==> src/design/pcm_fade_out_gain_macros.svh <==
// ----------------------------------------------------------------------------
// pcm_fade_out_gain_macros.svh
// Assertion macros shared by the fade-out gain design.
// ----------------------------------------------------------------------------
`ifndef PCM_FADE_OUT_GAIN_MACROS_SVH
`define PCM_FADE_OUT_GAIN_MACROS_SVH

`ifndef ASSERT_OFF
// Clocked assertion, quiet while reset is applied.
`define PFO_ASSERT(label, clk, rst_n, prop, msg) \
    label: assert property (@(posedge clk) disable iff (!rst_n) prop) else $error(msg);
// Clocked assertion that also holds across reset.
`define PFO_ASSERT_NR(label, clk, prop, msg) \
    label: assert property (@(posedge clk) prop) else $error(msg);
`else
`define PFO_ASSERT(label, clk, rst_n, prop, msg)
`define PFO_ASSERT_NR(label, clk, prop, msg)
`endif

`endif

==> src/design/pfo_pkg.sv <==
`timescale 1ns / 1ps
// ----------------------------------------------------------------------------
// pfo_pkg
// Types, codes and the gain table of the fade-out gain pipeline.
// ----------------------------------------------------------------------------
package pfo_pkg;

    localparam int TABLE_BITS  = 6;
    localparam int GAIN_BITS   = 8;
    localparam int DIV_STEPS   = 3 + TABLE_BITS;   // quotient bits of the fade index
    localparam int POS_W       = 32;
    localparam int SAMPLE_W    = 24;
    localparam int CFG_IDX_W   = 2;
    localparam int CFG_DATA_W  = 32;
    localparam int SHAMT_W     = 4;

    // sample formats
    localparam logic [1:0] FMT_U8  = 2'd0;
    localparam logic [1:0] FMT_S16 = 2'd1;
    localparam logic [1:0] FMT_S24 = 2'd2;

    // register indexes
    localparam logic [CFG_IDX_W-1:0] REG_FADE_ENABLE   = 2'd0;
    localparam logic [CFG_IDX_W-1:0] REG_FADE_START    = 2'd1;
    localparam logic [CFG_IDX_W-1:0] REG_FADE_LENGTH   = 2'd2;
    localparam logic [CFG_IDX_W-1:0] REG_SAMPLE_FORMAT = 2'd3;

    localparam logic [POS_W-1:0] FADE_LENGTH_RST   = 32'd220500;
    localparam logic [1:0]       SAMPLE_FORMAT_RST = FMT_S16;

    localparam logic [7:0] U8_MID = 8'h80;

    localparam logic [GAIN_BITS-1:0] GAIN_ROM [2**TABLE_BITS] = '{
        8'hfd, 8'hfa, 8'hf7, 8'hf5, 8'hf2, 8'hef, 8'hed, 8'hea,
        8'he8, 8'he5, 8'he3, 8'he0, 8'hde, 8'hdb, 8'hd9, 8'hd7,
        8'hd4, 8'hd2, 8'hd0, 8'hce, 8'hcb, 8'hc9, 8'hc7, 8'hc5,
        8'hc3, 8'hc1, 8'hbf, 8'hbd, 8'hba, 8'hb8, 8'hb6, 8'hb5,
        8'hb3, 8'hb1, 8'haf, 8'had, 8'hab, 8'ha9, 8'ha7, 8'ha5,
        8'ha4, 8'ha2, 8'ha0, 8'h9e, 8'h9d, 8'h9b, 8'h99, 8'h98,
        8'h96, 8'h94, 8'h93, 8'h91, 8'h90, 8'h8e, 8'h8d, 8'h8b,
        8'h8a, 8'h88, 8'h87, 8'h85, 8'h84, 8'h82, 8'h81, 8'h80
    };

    // one beat on its way through the divider
    typedef struct packed {
        logic [POS_W-1:0]     rem;          // partial remainder, below fade length for faded beats
        logic [DIV_STEPS-1:0] quot;         // fade index, built MSB first
        logic [SAMPLE_W-1:0]  raw;          // sample, already masked to format
        logic [1:0]           fmt;
        logic                 bypass;       // pass the sample unchanged
        logic                 final_frame;
    } t_div_beat;

endpackage

==> src/design/pfo_in_if.sv <==
`timescale 1ns / 1ps
// ----------------------------------------------------------------------------
// pfo_in_if
// Input channel: a frame position and its raw sample.
// ----------------------------------------------------------------------------
interface pfo_in_if;
    logic        valid;
    logic        ready;
    logic [31:0] position;
    logic [23:0] sample_in;

    modport source (output valid, output position, output sample_in, input ready);
    modport sink   (input valid, input position, input sample_in, output ready);
endinterface

==> src/design/pfo_out_if.sv <==
`timescale 1ns / 1ps
// ----------------------------------------------------------------------------
// pfo_out_if
// Output channel: processed sample and last-frame flag.
// ----------------------------------------------------------------------------
interface pfo_out_if;
    logic        valid;
    logic        ready;
    logic [23:0] sample_out;
    logic        final_frame;

    modport source (output valid, output sample_out, output final_frame, input ready);
    modport sink   (input valid, input sample_out, input final_frame, output ready);
endinterface

==> src/design/pfo_front.sv <==
`timescale 1ns / 1ps
// ----------------------------------------------------------------------------
// pfo_front
// Window decode: compares position with the fade window, drops beats at or
// past the end, forms the offset and masks the sample.
// ----------------------------------------------------------------------------
module pfo_front
    import pfo_pkg::*;
(
    input  logic                i_clk,
    input  logic                i_rst_n,
    input  logic                i_fade_enable,
    input  logic [POS_W-1:0]    i_fade_start,
    input  logic [POS_W-1:0]    i_fade_length,
    input  logic [1:0]          i_sample_format,
    input  logic                i_valid,
    output logic                o_ready,
    input  logic [POS_W-1:0]    i_position,
    input  logic [SAMPLE_W-1:0] i_sample,
    output logic                o_valid,
    input  logic                i_ready,
    output t_div_beat           o_beat
);

    logic [POS_W:0]    fade_end;
    logic [POS_W:0]    pos_next;
    logic              before_start;
    logic              past_end;
    logic              bypass;
    logic              emit;
    logic [SAMPLE_W-1:0] masked;
    logic              r_valid;
    t_div_beat         r_beat;
    t_div_beat         n_beat;

    assign fade_end     = {1'b0, i_fade_start} + {1'b0, i_fade_length};
    assign pos_next     = {1'b0, i_position} + {{POS_W{1'b0}}, 1'b1};
    assign before_start = i_position < i_fade_start;
    assign past_end     = {1'b0, i_position} >= fade_end;
    assign bypass       = !i_fade_enable || before_start;
    assign emit         = bypass || !past_end;

    always_comb begin
        case (i_sample_format)
            FMT_U8:  masked = {16'd0, i_sample[7:0]};
            FMT_S16: masked = {8'd0, i_sample[15:0]};
            default: masked = i_sample;
        endcase
    end

    always_comb begin
        n_beat.rem         = i_position - i_fade_start;
        n_beat.quot        = '0;
        n_beat.raw         = masked;
        n_beat.fmt         = i_sample_format;
        n_beat.bypass      = bypass;
        n_beat.final_frame = i_fade_enable && (pos_next == fade_end);
    end

    assign o_ready = !r_valid || i_ready;

    always_ff @(posedge i_clk) begin
        if (!i_rst_n) begin
            r_valid <= 1'b0;
        end else if (o_ready) begin
            r_valid <= i_valid && emit;
        end
    end

    always_ff @(posedge i_clk) begin
        if (o_ready) begin
            r_beat <= n_beat;
        end
    end

    assign o_valid = r_valid;
    assign o_beat  = r_beat;

endmodule

==> src/design/pfo_div_step.sv <==
`timescale 1ns / 1ps
// ----------------------------------------------------------------------------
// pfo_div_step
// One restoring division step: one quotient bit of offset * 512 / length.
// ----------------------------------------------------------------------------
module pfo_div_step
    import pfo_pkg::*;
(
    input  logic             i_clk,
    input  logic             i_rst_n,
    input  logic [POS_W-1:0] i_fade_length,
    input  logic             i_valid,
    output logic             o_ready,
    input  t_div_beat        i_beat,
    output logic             o_valid,
    input  logic             i_ready,
    output t_div_beat        o_beat
);

    logic [POS_W:0] rem2;
    logic [POS_W:0] diff;
    logic           take;
    logic           r_valid;
    t_div_beat      r_beat;
    t_div_beat      n_beat;

    assign rem2 = {i_beat.rem, 1'b0};
    assign diff = rem2 - {1'b0, i_fade_length};
    assign take = rem2 >= {1'b0, i_fade_length};

    always_comb begin
        n_beat      = i_beat;
        n_beat.rem  = take ? diff[POS_W-1:0] : rem2[POS_W-1:0];
        n_beat.quot = {i_beat.quot[DIV_STEPS-2:0], take};
    end

    assign o_ready = !r_valid || i_ready;

    always_ff @(posedge i_clk) begin
        if (!i_rst_n) begin
            r_valid <= 1'b0;
        end else if (o_ready) begin
            r_valid <= i_valid;
        end
    end

    always_ff @(posedge i_clk) begin
        if (o_ready) begin
            r_beat <= n_beat;
        end
    end

    assign o_valid = r_valid;
    assign o_beat  = r_beat;

endmodule

==> src/design/pfo_scale.sv <==
`timescale 1ns / 1ps
`include "pcm_fade_out_gain_macros.svh"
// ----------------------------------------------------------------------------
// pfo_scale
// Gain lookup and multiply, then arithmetic shift, re-encode and output
// register; bypass beats pass their raw sample unchanged.
// ----------------------------------------------------------------------------
module pfo_scale
    import pfo_pkg::*;
(
    input  logic                i_clk,
    input  logic                i_rst_n,
    input  logic                i_valid,
    output logic                o_ready,
    input  t_div_beat           i_beat,
    output logic                o_valid,
    input  logic                i_ready,
    output logic [SAMPLE_W-1:0] o_sample,
    output logic                o_final_frame
);

    localparam int SV_W   = SAMPLE_W + 1;
    localparam int PROD_W = SV_W + GAIN_BITS + 1;

    // multiply stage
    logic signed [SV_W-1:0]   sval;
    logic [GAIN_BITS-1:0]     gain;
    logic signed [PROD_W-1:0] n_prod;
    logic [SHAMT_W-1:0]       n_shamt;
    logic                     mul_ready;
    logic                     r_mul_valid;
    logic signed [PROD_W-1:0] r_prod;
    logic [SHAMT_W-1:0]       r_shamt;
    logic [SAMPLE_W-1:0]      r_mul_raw;
    logic [1:0]               r_mul_fmt;
    logic                     r_mul_bypass;
    logic                     r_mul_final;

    // output stage
    logic signed [PROD_W-1:0] shifted;
    logic [SAMPLE_W-1:0]      n_sample;
    logic                     out_ready;
    logic                     r_out_valid;
    logic [SAMPLE_W-1:0]      r_out_sample;
    logic [1:0]               r_out_fmt;
    logic                     r_out_final;

    always_comb begin
        case (i_beat.fmt)
            FMT_U8:  sval = $signed({17'd0, i_beat.raw[7:0]}) - $signed({17'd0, U8_MID});
            FMT_S16: sval = $signed({{9{i_beat.raw[15]}}, i_beat.raw[15:0]});
            default: sval = $signed({i_beat.raw[SAMPLE_W-1], i_beat.raw});
        endcase
    end

    // both operands sign-extended to the full product width
    assign gain    = GAIN_ROM[i_beat.quot[TABLE_BITS-1:0]];
    assign n_prod  = PROD_W'(sval) * PROD_W'($signed({1'b0, gain}));
    assign n_shamt = {1'b0, i_beat.quot[DIV_STEPS-1:TABLE_BITS]} + SHAMT_W'(GAIN_BITS);

    assign out_ready = !r_out_valid || i_ready;
    assign mul_ready = !r_mul_valid || out_ready;
    assign o_ready   = mul_ready;

    always_ff @(posedge i_clk) begin
        if (!i_rst_n) begin
            r_mul_valid <= 1'b0;
        end else if (mul_ready) begin
            r_mul_valid <= i_valid;
        end
    end

    always_ff @(posedge i_clk) begin
        if (mul_ready) begin
            r_prod       <= n_prod;
            r_shamt      <= n_shamt;
            r_mul_raw    <= i_beat.raw;
            r_mul_fmt    <= i_beat.fmt;
            r_mul_bypass <= i_beat.bypass;
            r_mul_final  <= i_beat.final_frame;
        end
    end

    assign shifted = r_prod >>> r_shamt;

    always_comb begin
        if (r_mul_bypass) begin
            n_sample = r_mul_raw;
        end else begin
            case (r_mul_fmt)
                FMT_U8:  n_sample = {16'd0, shifted[7:0] ^ U8_MID};
                FMT_S16: n_sample = {8'd0, shifted[15:0]};
                default: n_sample = shifted[SAMPLE_W-1:0];
            endcase
        end
    end

    always_ff @(posedge i_clk) begin
        if (!i_rst_n) begin
            r_out_valid <= 1'b0;
        end else if (out_ready) begin
            r_out_valid <= r_mul_valid;
        end
    end

    always_ff @(posedge i_clk) begin
        if (out_ready) begin
            r_out_sample <= n_sample;
            r_out_fmt    <= r_mul_fmt;
            r_out_final  <= r_mul_final;
        end
    end

    assign o_valid       = r_out_valid;
    assign o_sample      = r_out_sample;
    assign o_final_frame = r_out_final;

    // bits above the sample width stay clear
    `PFO_ASSERT(a_u8_upper_clear, i_clk, i_rst_n, r_out_valid && r_out_fmt == FMT_U8 |-> r_out_sample[SAMPLE_W-1:8] == '0, "8-bit result has upper bits set")
    `PFO_ASSERT(a_s16_upper_clear, i_clk, i_rst_n, r_out_valid && r_out_fmt == FMT_S16 |-> r_out_sample[SAMPLE_W-1:16] == '0, "16-bit result has upper bits set")
    // a new output beat comes only from a filled multiply stage
    `PFO_ASSERT(a_out_from_mul, i_clk, i_rst_n, $rose(r_out_valid) |-> $past(r_mul_valid), "output beat without a multiply beat")

endmodule

==> src/design/pcm_fade_out_gain.sv <==
`timescale 1ns / 1ps
`include "pcm_fade_out_gain_macros.svh"
// ----------------------------------------------------------------------------
// pcm_fade_out_gain
// Fade-out gain stage for one PCM channel: window decode, pipelined
// divider for the fade index, gain multiply and arithmetic shift.
// ----------------------------------------------------------------------------
//
//  channel   dir  beat contents                     handshake
//  i_in      in   position, sample_in               valid / ready
//  o_out     out  sample_out, final_frame           valid / ready
//  cfg       in   i_cfg_idx, i_cfg_wdata            i_cfg_we, no wait
//
//  One beat per cycle sustained while the output is not stalled. Stages in
//  order: window decode, nine restoring divide steps, one per register
//  stage, gain multiply, shift and output register.
//  Beats at or past the fade end are dropped at the window decode and
//  leave a bubble.
//  Each stage holds while the one after it is full and stalled, so ready
//  only drops when every stage holds a beat; no beat is lost or repeated.
//  Synchronous active-low reset clears the valid bits and loads the
//  register defaults; the data path carries no reset.
//  Registers are read live, so write them only while the pipe is empty.
//
module pcm_fade_out_gain
    import pfo_pkg::*;
(
    input  logic                  i_clk,
    input  logic                  i_rst_n,
    input  logic                  i_cfg_we,
    input  logic [CFG_IDX_W-1:0]  i_cfg_idx,
    input  logic [CFG_DATA_W-1:0] i_cfg_wdata,
    pfo_in_if.sink                i_in,
    pfo_out_if.source             o_out
);

    // configuration registers
    logic             r_fade_enable;
    logic [POS_W-1:0] r_fade_start;
    logic [POS_W-1:0] r_fade_length;
    logic [1:0]       r_sample_format;

    always_ff @(posedge i_clk) begin
        if (!i_rst_n) begin
            r_fade_enable   <= 1'b0;
            r_fade_start    <= '0;
            r_fade_length   <= FADE_LENGTH_RST;
            r_sample_format <= SAMPLE_FORMAT_RST;
        end else if (i_cfg_we) begin
            case (i_cfg_idx)
                REG_FADE_ENABLE:   r_fade_enable   <= i_cfg_wdata[0];
                REG_FADE_START:    r_fade_start    <= i_cfg_wdata;
                REG_FADE_LENGTH:   r_fade_length   <= i_cfg_wdata;
                REG_SAMPLE_FORMAT: r_sample_format <= i_cfg_wdata[1:0];
                default: ;
            endcase
        end
    end

    // stage links: index 0 is the window decode, 1..DIV_STEPS the divider
    logic      link_valid [DIV_STEPS+1];
    logic      link_ready [DIV_STEPS+1];
    t_div_beat link_beat  [DIV_STEPS+1];
    logic      all_full;

    pfo_front u_front (
        .i_clk           (i_clk),
        .i_rst_n         (i_rst_n),
        .i_fade_enable   (r_fade_enable),
        .i_fade_start    (r_fade_start),
        .i_fade_length   (r_fade_length),
        .i_sample_format (r_sample_format),
        .i_valid         (i_in.valid),
        .o_ready         (i_in.ready),
        .i_position      (i_in.position),
        .i_sample        (i_in.sample_in),
        .o_valid         (link_valid[0]),
        .i_ready         (link_ready[0]),
        .o_beat          (link_beat[0])
    );

    for (genvar g = 0; g < DIV_STEPS; g++) begin : g_div
        pfo_div_step u_step (
            .i_clk         (i_clk),
            .i_rst_n       (i_rst_n),
            .i_fade_length (r_fade_length),
            .i_valid       (link_valid[g]),
            .o_ready       (link_ready[g]),
            .i_beat        (link_beat[g]),
            .o_valid       (link_valid[g+1]),
            .i_ready       (link_ready[g+1]),
            .o_beat        (link_beat[g+1])
        );
    end

    pfo_scale u_scale (
        .i_clk         (i_clk),
        .i_rst_n       (i_rst_n),
        .i_valid       (link_valid[DIV_STEPS]),
        .o_ready       (link_ready[DIV_STEPS]),
        .i_beat        (link_beat[DIV_STEPS]),
        .o_valid       (o_out.valid),
        .i_ready       (o_out.ready),
        .o_sample      (o_out.sample_out),
        .o_final_frame (o_out.final_frame)
    );

    always_comb begin
        all_full = o_out.valid;
        for (int k = 0; k <= DIV_STEPS; k++) begin
            all_full = all_full && link_valid[k];
        end
    end

    // back-pressure reaches the input only with every stage occupied
    `PFO_ASSERT(a_stall_only_full, i_clk, i_rst_n, !i_in.ready |-> all_full, "input stalled with a free stage")
    // nothing leaves straight after reset
    `PFO_ASSERT_NR(a_rst_no_out, i_clk, !$past(i_rst_n) |-> !o_out.valid, "output valid after reset")

endmodule

==> src/flat_wrapper.sv <==
// flat-port wrapper written by rule: the top's interface ports become plain ports
module pcm_fade_out_gain_flat import pfo_pkg::*;
  (i_clk, i_rst_n, i_cfg_we, i_cfg_idx, i_cfg_wdata, i_in_valid, i_in_position, i_in_sample_in, i_in_ready, o_out_valid, o_out_sample_out, o_out_final_frame, o_out_ready);
  pfo_in_if i_in_i ();
  pfo_out_if o_out_i ();
  input  logic i_clk;
  input  logic i_rst_n;
  input  logic i_cfg_we;
  input  logic [CFG_IDX_W-1:0] i_cfg_idx;
  input  logic [CFG_DATA_W-1:0] i_cfg_wdata;
  input wire logic [$bits(i_in_i.valid)-1:0] i_in_valid;
  input wire logic [$bits(i_in_i.position)-1:0] i_in_position;
  input wire logic [$bits(i_in_i.sample_in)-1:0] i_in_sample_in;
  output wire logic [$bits(i_in_i.ready)-1:0] i_in_ready;
  output wire logic [$bits(o_out_i.valid)-1:0] o_out_valid;
  output wire logic [$bits(o_out_i.sample_out)-1:0] o_out_sample_out;
  output wire logic [$bits(o_out_i.final_frame)-1:0] o_out_final_frame;
  input wire logic [$bits(o_out_i.ready)-1:0] o_out_ready;
  assign i_in_i.valid = i_in_valid;
  assign i_in_i.position = i_in_position;
  assign i_in_i.sample_in = i_in_sample_in;
  assign i_in_ready = i_in_i.ready;
  assign o_out_valid = o_out_i.valid;
  assign o_out_sample_out = o_out_i.sample_out;
  assign o_out_final_frame = o_out_i.final_frame;
  assign o_out_i.ready = o_out_ready;
  pcm_fade_out_gain u_core (.i_clk(i_clk), .i_rst_n(i_rst_n), .i_cfg_we(i_cfg_we), .i_cfg_idx(i_cfg_idx), .i_cfg_wdata(i_cfg_wdata), .i_in(i_in_i), .o_out(o_out_i));
endmodule
==> config.mk <==
export PLATFORM = sky130hd
export DESIGN_NAME = pcm_fade_out_gain_flat
export DESIGN_NICKNAME = d
export VERILOG_FILES = /design/src/design/pfo_pkg.sv /design/src/design/pfo_in_if.sv /design/src/design/pfo_out_if.sv /design/src/design/pfo_front.sv /design/src/design/pfo_div_step.sv /design/src/design/pfo_scale.sv /design/src/design/pcm_fade_out_gain.sv /design/src/flat_wrapper.sv
export VERILOG_INCLUDE_DIRS = /design/src /design/src/design
export SDC_FILE = /design/constraint.sdc
export NUM_CORES = 2
export LEC_CHECK = 0
export BUFFER_PORTS_ARGS = -buffer_cell sky130_fd_sc_hd__buf_2
export CAP_MARGIN = 40
export CORE_MARGIN = 1.5
export CORE_UTILIZATION = 50
export DETAILED_ROUTE_END_ITERATION = 8
export PLACE_DENSITY = 0.66
export SKIP_CTS_REPAIR_TIMING = 1
export SLEW_MARGIN = 20
export SYNTH_ARGS = -nofsm -noshare
export SYNTH_HDL_FRONTEND = slang
export SYNTH_HIERARCHICAL = 1
export SYNTH_SLANG_ARGS = --single-unit
==> constraint.sdc <==
create_clock -name i_clk -period 110.6 [get_ports i_clk]
set_input_delay 33.18 -clock i_clk [delete_from_list [all_inputs] [get_ports i_clk]]
set_output_delay 33.18 -clock i_clk [all_outputs]
set_load 0.1 [all_outputs]
* Word-level counts from Yosys, hierarchy flattened
Memories as Yosys holds them, arrays and structs flattened.
Index checks and enable logic that the tools add are counted.
Widths: inputs -> output; s select.
** Word-level totals
- Memories kept :: 1
- Bits in read-only memories :: 512
- Bits in writable memories :: 0
- Bits in latches :: 0
- Bits in registers :: 783
** Memories
- (no name shown) :: depth 64, width 8, read ports 1, clocked after Yosys merged registers in 0, write ports 0, line pfo_scale.sv:57 : assign gain = GAIN_ROM[i_beat.quot[TABLE_BITS-1:0]];
** Operators by class
- Mux-type cells :: 14
- Div/mod/pow operators :: 0
- Shift operators :: 1
- Reductions and logical operators :: 38
- Bitwise operators :: 2
- $add $sub $neg :: 13
- Equal/unequal tests :: 7
- $mul :: 1
- Magnitude comparators :: 12
** Operators with widths (number)
- $ge 33x32->1 :: 9
- $sub 32x32->32 :: 9
- $mux 32 :: 8
- $pmux 24 s2 :: 2
- $pmux 25 s2 :: 1
- $mul 25x9->34 :: 1
- $sshr 34x4->24 :: 1
- $add 32x1->33 const B :: 1
- $add 32x32->33 :: 1
- $eq 33x33->1 :: 1
- $ge 32x33->1 :: 1
- $lt 32x32->1 :: 1
- $mux 24 :: 1
- $mux 8 :: 2
- $logic_not 1->1 :: 14
- $logic_or 1x1->1 :: 14
- $sub 8x8->9 const B :: 1
- $eq 2x1->1 const B :: 4
- $logic_not 2->1 :: 4
- $reduce_and 2->1 :: 4
- $ge 7x7->1 const B :: 1
- $not 6->7 :: 1
- $add 3x4->4 const B :: 1
- $eq 2x2->1 const B :: 2
- 2 further kinds :: 3

* Depth between registers and ports, before layout
- Depth in word-level cells :: 13
- Mapped depth :: 27
- Mapped depth without buffers :: 26

* Modules after synthesis
The synthesis kept the hierarchy.
** By module, submodules not included
- pfo_div_step :: sequential area each 2092.0 um2, area an instance 4468.0 um2, cells an instance 429, instances 9
- pfo_scale :: sequential area each 2502.4 um2, area an instance 10755.3 um2, cells an instance 1113, instances 1
- pfo_front :: sequential area each 1821.7 um2, area an instance 7213.2 um2, cells an instance 811, instances 1
- pcm_fade_out_gain :: sequential area each 1341.3 um2, area an instance 2612.5 um2, cells an instance 270, instances 1

* Least setup slack after synthesis
No wires, ideal clock.
- Kind :: input-to-output
- From :: in o_out_ready
- To :: out i_in_ready
- Path buffers :: 0
- Data arrival time :: 53.703 ns
- Setup slack :: 23.717 ns
- Cell stages on the path :: 12
- Path through :: nor2b_1 -> nand2_1 -> nand2b_1 -> nand2b_1 -> nand2b_1 -> nand2b_1 -> nand2b_1 -> nand2b_1 -> nand2b_1 -> nand2b_1 -> nand2b_1 -> nand2b_1
** RTL lines
- start, declared :: line flat_wrapper.sv:18 : input wire logic [$bits(o_out_i.ready)-1:0] o_out_ready;
- end, declared :: line flat_wrapper.sv:14 : output wire logic [$bits(i_in_i.ready)-1:0] i_in_ready;

==> qor.csv <==
stage,metric,value,unit
cells_and_area,nets,6538,
global_route,grt_overflow,0,
sta,worst_pin_slew,0.8899,ns
sta,skew,0.04290,ns
power,p_leak,26.13,nW
clock_network,clock_path_buffers,3,
placement,place_hpwl,112500,um
cells_and_area,fin_util,0.5472,
cells_and_area,final_layout_size_suffix_gt1_frac,0.09362,
cells_and_area,design_area,0.06239,mm^2
die,rows,124,
clock_network,numCtsBuffers,85,
global_route,grt_antenna_before_repair,2,
worst_hold_path,hp-class,register to register,
critical_path,worstPathMaxFanout,58,
sta,setup_viol,0,
routing,viasPerCell,5.823,
critical_path,cp-end-kind,primary output,
critical_path,crit_type,input pin to primary output,
die,fp.dieH,341.5,um
critical_path,arrival,38.15,ns
synthesis,synthCells,5759,
global_route,track_usage,0.2578,
sta,finalCritPeriodShare,0.6449,
routing,vias,43150,
run,drv_cap,0,
die,fp.dieW,341.5,um
routing,drt_iter0_markers,3428,
routing,dr.pass1.iters,5,
synthesis,yosys_warnings,6,
synthesis,netlist_area,0.05730,mm^2
power,vdd_drop_max,59.24,uV
routing,wire_per_inst,20.45,um
sta,period_needed,71.33,ns
sta,hold_viol_final,0,
sta,slew_violations,0,
placement,io_buffers,121,
sta,layout_setup_ws,39.27,ns
status,status,"complete, no violations",
sta,maxSlewHeadroom,0.4068,
clock_network,cts_tree,yes,
clock_network,clkTransAtPathRegs,0.06,ns
die,start_util,0.5025,
cells_and_area,syn_to_final_growth,8.892,%
routing,ant_nets,0,
sta,tns,0,ns
synthesis,synth_fp_nets,6471,
clock_network,clock_latency,0.69,ns
routing,drt-total-wl,151500,um
sta,fmax,14.02,MHz
placement,placed_area,0.05931,mm^2
die,core_area,0.1140,mm^2
sta,rsz0062_at_grt,no,
placement,place_congestion,0.9130,
synthesis,syn_area_per_cell,9.950,um^2
die,num_io_pins,122,
clock_network,cts.sinks,774,
critical_path,cp.required,77.42,ns
power,p_per_area,36.20,mW/mm^2
cells_and_area,fillers,10000,
die,dieArea,0.1166,mm^2
global_route,grt_pass1_wl,234300,um
placement,pre_cts_ws,38.95,ns
global_route,grt_pass1_vias,41170,
global_route,grt_max_degree,96,
routing,drc,0,
clock_network,htreeDepth,3,
critical_path,start_kind,input pin,
clock_network,clockRootBuffer,clkbuf_16,
stage by stage:
step / hold slack [ns] / total power, mW / std cells
floorplan: 0.4003 / 1.619 / 5759
global placement: 0.4005 / 1.931 / 7225
detailed placement: 0.4045 / 1.938 / 7241
CTS: 0.4074 / 2.253 / 7398
global route: 0.4133 / 2.457 / 7408
finish: 0.4059 / 2.259 / 7410
metal layers:
layer	track usage	vias up	part of all wire
met3	0.04178	229	0.066
met1	0.3637	20910	0.46
li1	-	20760	-
met2	0.4037	1253	0.44
met5	0	-	0
met4	0.08685	0	0.034
registers in the layout (all words and copies together) (netlist names), 3 cells and up:
signal,cells
u_core/g_div.u_step/o_beat,553
u_core/g_div.u_step/o_valid,9
u_core/r_fade_length,32
u_core/r_fade_start,32
u_core/u_front/o_beat,60
u_core/u_scale/o_sample,24
u_core/u_scale/r_mul_raw,24
u_core/u_scale/r_prod,26
u_core/u_scale/r_shamt,3
worst paths after layout:
kind	from	end	depth (start not counted)	slack, ns
max reg2reg	u_core/g_div[8].u_step/o_beat[29]	u_core/u_scale/r_prod[33]	27	103.44
max	o_out_ready	i_in_ready	19	39.27
min reg2reg	u_core/g_div[6].u_step/o_beat[25]	u_core/g_div[7].u_step/o_beat[25]	0	0.41
min	u_core/g_div[6].u_step/o_beat[25]	u_core/g_div[7].u_step/o_beat[25]	0	0.41
worst max-delay path: stages:
cell and delay, ns:
buf_2 0.07, nor2b_1 0.06, nand2_2 0.07, buf_4 0.59, nand2b_2 0.41, buf_12 0.24
nand2b_4 0.36, nand2b_4 0.36, nand2b_4 0.37, buf_16 0.28, nand2b_2 0.17, buf_4 0.29
buf_16 0.26, nand2b_2 0.18, nand2b_2 0.12, nand2b_2 0.12, nand2b_4 0.12, nand2b_4 0.32
buf_2 0.50
area by class of cell:
class	count	area (um^2)	area share
flip-flops and latches	774	22460	0.3599
clock inverters	37	521.8	0.008362
repair buffers	197	1376	0.02206
multi-input cells	4147	31440	0.5039
diodes	2	5.005	0.00008021
well taps	1512	1892	0.03032
inverters	621	2331	0.03736
clock buffers	120	2370	0.03798
power by group:
| group | leakage (nW) | internal [mW] | switching (mW) |
|---|---|---|---|
| Sequential | 8.09 | 0.462 | 0.0504 |
| Clock | 1.38 | 0.168 | 0.120 |
| Combinational | 16.7 | 0.600 | 0.857 |
layout by cell type (no fill, tap or decap), types with 19 or more instances in the layout:
master       n
and2_1      85
buf_2      129
nor3_1      73
a21oi_1    460
o21a_1      64
nand4_1    122
fa_1       160
mux2_2      63
nand2b_1    40
o211ai_1    55
inv_1      619
and3_1      40
a21boi_0    19
o21ai_0    218
o21bai_1    50
nor2_1     461
clkbuf_16   86
nand3_1    108
xnor2_1    191
nand4b_1    22
mux2i_1     95
buf_4       53
clkbuf_1    25
a211oi_1    60
nand3b_1    27
a31oi_1     61
ha_1       457
a21o_1     154
xor2_1     160
edfxtp_1   695
dfxtp_1     74
nand2_1    434
nor2b_1     66
or3_1       22
(Power assumes the default switching activity.)
